`config.mk`:
```
export PLATFORM = sky130hd
export DESIGN_NAME = hsd_front
export DESIGN_NICKNAME = d
export VERILOG_FILES = /design/src/rtl/core/hsd_pkg.sv /design/src/rtl/core/hsd_front.sv
export SDC_FILE = /design/constraint.sdc
export NUM_CORES = 1
export LEC_CHECK = 0
export ABC_AREA = 1
export BUFFER_PORTS_ARGS = -buffer_cell sky130_fd_sc_hd__buf_2
export CAP_MARGIN = 20
export CORE_MARGIN = 5
export CORE_UTILIZATION = 45
export CTS_CLUSTER_DIAMETER = 40
export DETAILED_ROUTE_END_ITERATION = 16
export GPL_TIMING_DRIVEN = 0
export PLACE_DENSITY_LB_ADDON = 0.1
export SYNTH_ARGS = -nofsm -noshare
export SYNTH_HDL_FRONTEND = slang
export SYNTH_SLANG_ARGS = --single-unit
```
`constraint.sdc`:
```
create_clock -name clk -period 1.7 [get_ports clk]
set_input_delay 0.085 -clock clk [delete_from_list [all_inputs] [get_ports clk]]
set_output_delay 0.085 -clock clk [all_outputs]
set_load 0.01 [all_outputs]
```
`src/rtl/core/hsd_pkg.sv`:
```
// ----------------------------------------------------------------------------
// hsd_pkg
// shared types and constants of the huffman stream decoder
// ----------------------------------------------------------------------------
package hsd_pkg;

  localparam int unsigned MAX_LENGTH = 4096;
  localparam logic [12:0] REP_SAT    = 13'h1fff;
  localparam int unsigned MEM_DEPTH  = 512;
  localparam logic [9:0]  NODE_LIMIT = 10'd511;
  localparam logic [2:0]  CFG_IDX_CHECK = 3'd0;

  typedef enum logic [2:0] {
    STAT_OK      = 3'd0,
    STAT_LENGTH  = 3'd1,
    STAT_TRUNC   = 3'd2,
    STAT_BADNODE = 3'd3,
    STAT_EARLY   = 3'd4
  } status_t;

  typedef enum logic [2:0] {
    PH_LEN_LO = 3'd0,
    PH_LEN_HI = 3'd1,
    PH_COUNT  = 3'd2,
    PH_LEAVES = 3'd3,
    PH_DATA   = 3'd4
  } phase_t;

  typedef enum logic [3:0] {
    S_IDLE,
    S_DISP,
    S_B_CHK,
    S_B_RD2,
    S_B_SUM,
    S_S_RD,
    S_S_CMP,
    S_PLACE,
    S_ROOT,
    S_WALK_RD,
    S_WALK_EV,
    S_FINISH
  } state_t;

  typedef struct packed {
    logic [7:0] data_byte;
    logic       frame_end;
  } item_t;

  typedef struct packed {
    logic [7:0]  symbol;
    logic [12:0] repeat_count;
    logic        frame_done;
    logic        run_end;
    status_t     status;
  } result_t;

endpackage

```
`src/rtl/core/hsd_front.sv`:
```
// ----------------------------------------------------------------------------
// hsd_front
// two-entry input queue between the byte stream and the decode sequencer
// ----------------------------------------------------------------------------
module hsd_front
  import hsd_pkg::*;
(
  input  logic  clk,
  input  logic  rst_n,
  input  logic  in_valid,
  output logic  in_ready,
  input  item_t in_item,
  output logic  q_valid,
  input  logic  q_pop,
  output item_t q_item
);

  item_t      mem_r [2];
  logic       wp_r, wp_nxt;
  logic       rp_r, rp_nxt;
  logic [1:0] cnt_r, cnt_nxt;
  logic       push, pop;

  assign in_ready = (cnt_r != 2'd2);
  assign q_valid  = (cnt_r != 2'd0);
  assign q_item   = mem_r[rp_r];
  assign push     = in_valid && in_ready;
  assign pop      = q_pop && q_valid;

  always_comb begin
    wp_nxt  = push ? ~wp_r : wp_r;
    rp_nxt  = pop ? ~rp_r : rp_r;
    cnt_nxt = cnt_r + {1'b0, push} - {1'b0, pop};
  end

  always_ff @(posedge clk) begin
    if (!rst_n) begin
      wp_r  <= 1'b0;
      rp_r  <= 1'b0;
      cnt_r <= 2'd0;
    end else begin
      wp_r  <= wp_nxt;
      rp_r  <= rp_nxt;
      cnt_r <= cnt_nxt;
    end
  end

  always_ff @(posedge clk) begin
    if (push) begin
      mem_r[wp_r] <= in_item;
    end
  end

endmodule

```
After elaboration in Yosys (flattened, before gate mapping)
Memories as Yosys holds them, arrays and structs flattened. A register that Yosys moved wholly into a read port is not among the register bits.
Index checks and enable logic that the tools add are counted.

word-level totals
  register bits = 4
  memory bits (writable) = 18
  memories = 1

operators by class
  $add $sub $neg = 2
  eq/ne operators = 1
  muxes and demuxes = 4
  bitwise gates (word level) = 2
  reductions and logical operators = 3

memories
  memory  depth  width  rd ports  clocked after memory_dff  write ports  RTL line         text
  mem_r   2      9      1         1                         1            hsd_front.sv:18  item_t mem_r [2];

operators with widths
  operator            number
  $mux 1              4
  $add 2x1->2         1
  $logic_and 1x1->1   2
  $ne 2x2->1 const B  1
  $not 1->1           2
  $reduce_bool 2->1   1
  $sub 2x1->2         1

Longest topological paths before layout
  word-level depth = 4
  depth in mapped cells = 11
  gate-level depth less buffers = 11

Worst setup path after synthesis
OpenSTA, ideal clock, no wires.

  path kind = register to register
  start = register cnt_r[0]
  end = register cnt_r[1]
  data arrival time = 1334 ps
  required time = 1585 ps
  setup slack = 251 ps
  cell stages (with the launch flop) = 11
  cells stage by stage = dfxtp_1 -> inv_1 -> nand2_2 -> nand2_1 -> ha_1 -> inv_1 -> ha_1 -> inv_1 -> nand2_1 -> a21oi_1 -> nor2_1

between the ends
  cells in the longest elaborated chain, start to end = 4
  elaborated cells on any way between the ends = 6
  classes of those cells = add/sub: 2; eq/ne: 1; reduce/logical: 3

RTL lines
  element                 RTL line         text
  from (decl)             hsd_front.sv:21  logic [1:0] cnt_r, cnt_nxt;
  from (signal assigned)  hsd_front.sv:44  cnt_r <= cnt_nxt;
  $ne 2x2->1              hsd_front.sv:24  assign in_ready = (cnt_r != 2'd2);
  via in_ready            hsd_front.sv:11  output logic in_ready,
  $logic_and 1x1->1       hsd_front.sv:27  assign push = in_valid && in_ready;
  $add 2x1->2             hsd_front.sv:33  cnt_nxt = cnt_r + {1'b0, push} - {1'b0, pop};
  $sub 2x1->2             hsd_front.sv:33

The timed path passes the listed nets, and every way through them passes these cells.
A chain may end at the register's enable or synchronous reset.

Final worst setup path
  start = register cnt_r[0]
  end = register cnt_r[1]

between the ends
  cells in the longest elaborated chain, start to end = 4
  elaborated cells on any way between the ends = 6
  classes of those cells = add/sub: 2; eq/ne: 1; reduce/logical: 3

RTL lines
  element            RTL line
  $ne 2x2->1         hsd_front.sv:24
  $logic_and 1x1->1  hsd_front.sv:27
  $add 2x1->2        hsd_front.sv:33
  $sub 2x1->2 *      hsd_front.sv:33

Every way passes the cells marked *; elsewhere a longest branch is shown, timed or not.

==> flow_summary.toml <==
[placed_design]
gp_congestion = 0.6342
dp_hpwl_um = 1041
place_area_um2 = 1096
port-buffer-count = 23

[critical_path]
critical_path.top_delay_family = "adder cells"
cp-start-kind = "register"
cp_num_buf_inv = 3
reg2reg_from = "cnt_r[0]$_SDFF_PN0_"
r2r_slack_ns = 0.16
crit_chain = "inv_1, nand2_2, nand2_1, ha_1, inv_1, ha_1, inv_1, nand2_1, a21oi_1, nor2_1"
cp_max_fo = 4
cp-end-kind = "register"
crit_end = "cnt_r[1]$_SDFF_PN0_"
critical-path-max-stage-delay_ns = 0.37
critPathKind = "reg2reg"
crit_required_ns = 1.90
reg2reg_depth = 10
r2r_end = "cnt_r[1]$_SDFF_PN0_"
worstSetupStartpoint = "cnt_r[0]$_SDFF_PN0_"
crit_path_frequent_cell = "inv_1"
arrival_ns = 1.73
worst-path-stages = 10
cp_slowest_cell = "dfxtp_2"

[grt]
gr-total-overflow = 0
grt_use_met3_pct = 3.480
grt.met2_usage_pct = 17.57
met1_usage_pct = 9.942
top_usage_layer = "met2"
antenna_found_initial = 0
grt_pass1_vias = 572
grt_pass1_wl_um = 2304
track_usage_pct = 9.670
grt_max_degree = 13

[floorplanning]
core-area_um2 = 1982
design.die.area_um2 = 3123
ios = 24
fp.dieH_um = 55.88
die_x_um = 55.88
std_cell_rows = 16
start_util_pct = 47.79

[clock_tree]
cts-buffers-inserted = 3
cts_tree = "yes"
clk_latency_ns = 0.29
cts.clk_slew.worst_paths_ns = 0.11
ctsRootBufferMaster = "clkbuf_4"
cts.sinks = 23
cts_max_path_buffers = 2
cts.htree.levels = 1

[drt]
ant_nets = 0
wirelength_um = 1403
wire_per_inst_um = 11.05
drc = 0
route.vias.total = 577
vias_per_cell = 4.543
first_pass_iters = 4
drt_iter0_drc = 11

[timing]
tightest_slew_ns = 0.4787
slew_headroom_pct = 68.05
min_period_over_period_pct = 90.54
fmax_mhz = 649.7
fin_crit_ns = 1.539
hold_violations = 0
setup_viol = 0
rsz0062_at_grt = "no"
fin_worst_skew_ns = 0.001249
fin_tns_setup_ns = 0
drv_slew = 0

[final_layout]
syn_to_final_growth_pct = 28.40
antenna_cells = 0
fillers = 169
seq_area_um2 = 641.9
drive_gt1_share_pct = 43.00
multi_input_area_um2 = 271.5
stdcell_area_um2 = 1216
nNetsFinal = 116

[worst_hold_path]
hp-class = "in2reg"

[synthesis]
synth_adder_area_share_pct = 2.642
synth_top_family_by_area = "multiplexers"
synth_top_area_share_pct = 57.07
ys_seq_area_share_pct = 67.64
avgSynthCellArea_um2 = 14.80
postSynthCellCount = 64
synth_area_leaders = "edfxtp_1 (57%), mux2_4 (14%), dfxtp_1 (11%)"
syn-num-nets = 79
ys_warn_count = 0
synth_xor_area_share_pct = 0
post_synth_num_cell_types = 14
synth-seq-cells = 23
netlist_area_um2 = 947.2
synth-compound-area-share_pct = 1.057
synth-simple-area-share_pct = 10.44
muxShareOfSynthArea_pct = 14.27
synth_top_cell_by_area = "edfxtp_1"

[flow_run]
max_cap_viol_count = 0

[power_and_ir_drop]
finalPower_mw = 1.571
p_leak_nw = 0.5250
ir_drop_mv = 0.8689
p_per_area_nw_per_um2 = 1292

[status]
outcome = "finished clean"
worst reg2reg max path: stages, from the launching register on:
cell,delay [ns]
dfxtp_2,0.37
inv_1,0.07
nand2_2,0.10
nand2_1,0.09
ha_1,0.28
inv_1,0.04
ha_1,0.18
inv_1,0.05
nand2_1,0.06
a21oi_1,0.14
nor2_1,0.06
through the flow:
step | setup slack [ns] | std cells | util (%) | hold slack, ns
after floorplan | 0.2506 | 64 | - | 0.1785
after global placement | 0.08388 | 114 | 55.30 | 0.2720
after detailed placement | 0.05460 | 114 | 55.30 | 0.2770
after CTS | 0.05023 | 127 | 61.17 | 0.01944
after global routing | 0.01822 | 127 | 61.36 | 0.004517
final | 0.1609 | 127 | 61.36 | 0.02663
cell families (layout without fill, tap and decap cells):
| group | Yosys count | after routing |
|---|---|---|
| adders and majority gates | 2 | 2 |
| DFF | 23 | 23 |
| and+or+nand+nor | 20 | 20 |
| muxes | 9 | 9 |
| buffers and inverters | 8 | 44 |
| AOI/OAI and AO/OA | 2 | 2 |
report_power, final:
| part | internal, mW | total (mW) | switching (mW) | leakage (nW) |
|---|---|---|---|---|
| combinational | 0.278 | 0.569 | 0.291 | 0.300 |
| sequential | 0.723 | 0.772 | 0.0495 | 0.210 |
| clock | 0.0912 | 0.230 | 0.139 | 0.0150 |
| total | 1.09 | 1.57 | 0.479 | 0.525 |
sequential cells by signal (all words and copies together), names as in the netlist, named ones only:
signal and count:
rp_r 1, wp_r 1, mem_r 18, cnt_r 2
placed cells by master, fill, tap and decap left out:
cell / count
a21oi_1: 2
buf_2: 23
buf_6: 1
clkbuf_1: 1
clkbuf_4: 3
dfxtp_1: 4
dfxtp_2: 1
dlygate4sd3_1: 9
edfxtp_1: 18
ha_1: 2
inv_1: 7
mux2_4: 9
nand2_1: 7
nand2_2: 2
nand3_1: 2
nand3_2: 1
nor2_1: 5
nor2_2: 2
nor2_4: 1
timing repair:
item / in CTS / in global routing
hold buffers: 9 / 0
gates resized for setup: 0 / 2
buffers inserted: 0 / 0
setup endpoints to repair: 0 / 10
hold endpoints to repair: 18 / 0
cell type report:
type / count / share of cell area, %
buffer: 1 / 0.9259
multi-input combinational: 33 / 22.33
inverter: 7 / 2.160
timing repair buffer: 32 / 16.87
sequential: 23 / 52.78
clock buffer: 4 / 2.160
tap: 27 / 2.778
synthesized netlist by cell type:
cell type / number
nor2_4: 1
mux2_4: 9
inv_1: 7
nor2_1: 6
nor2_2: 1
ha_1: 2
edfxtp_1: 18
nand2_1: 7
nand3_2: 1
nand2_2: 2
a21oi_1: 2
dfxtp_1: 5
nand3_1: 2
buf_6: 1
worst min path at each step:
stage	from	end	cells after the start
floorplan	rst_n	cnt_r[0]$_SDFF_PN0_	2
global placement	in_item[0]	mem_r[0][0]$_DFFE_PP_	1
detailed placement	in_item[6]	mem_r[1][6]$_DFFE_PP_	1
CTS	rst_n	cnt_r[0]$_SDFF_PN0_	3
global route	rst_n	wp_r$_SDFFE_PN0N_	3
finish	rst_n	cnt_r[0]$_SDFF_PN0_	3
per-layer routing:
layer	vias to the layer above	part of all wire (%)
met5	-	0
met4	0	0
met3	0	6.7
met2	14	51
met1	268	42
li1	295	-
No activity file was read; power rests on OpenSTA's default activity.
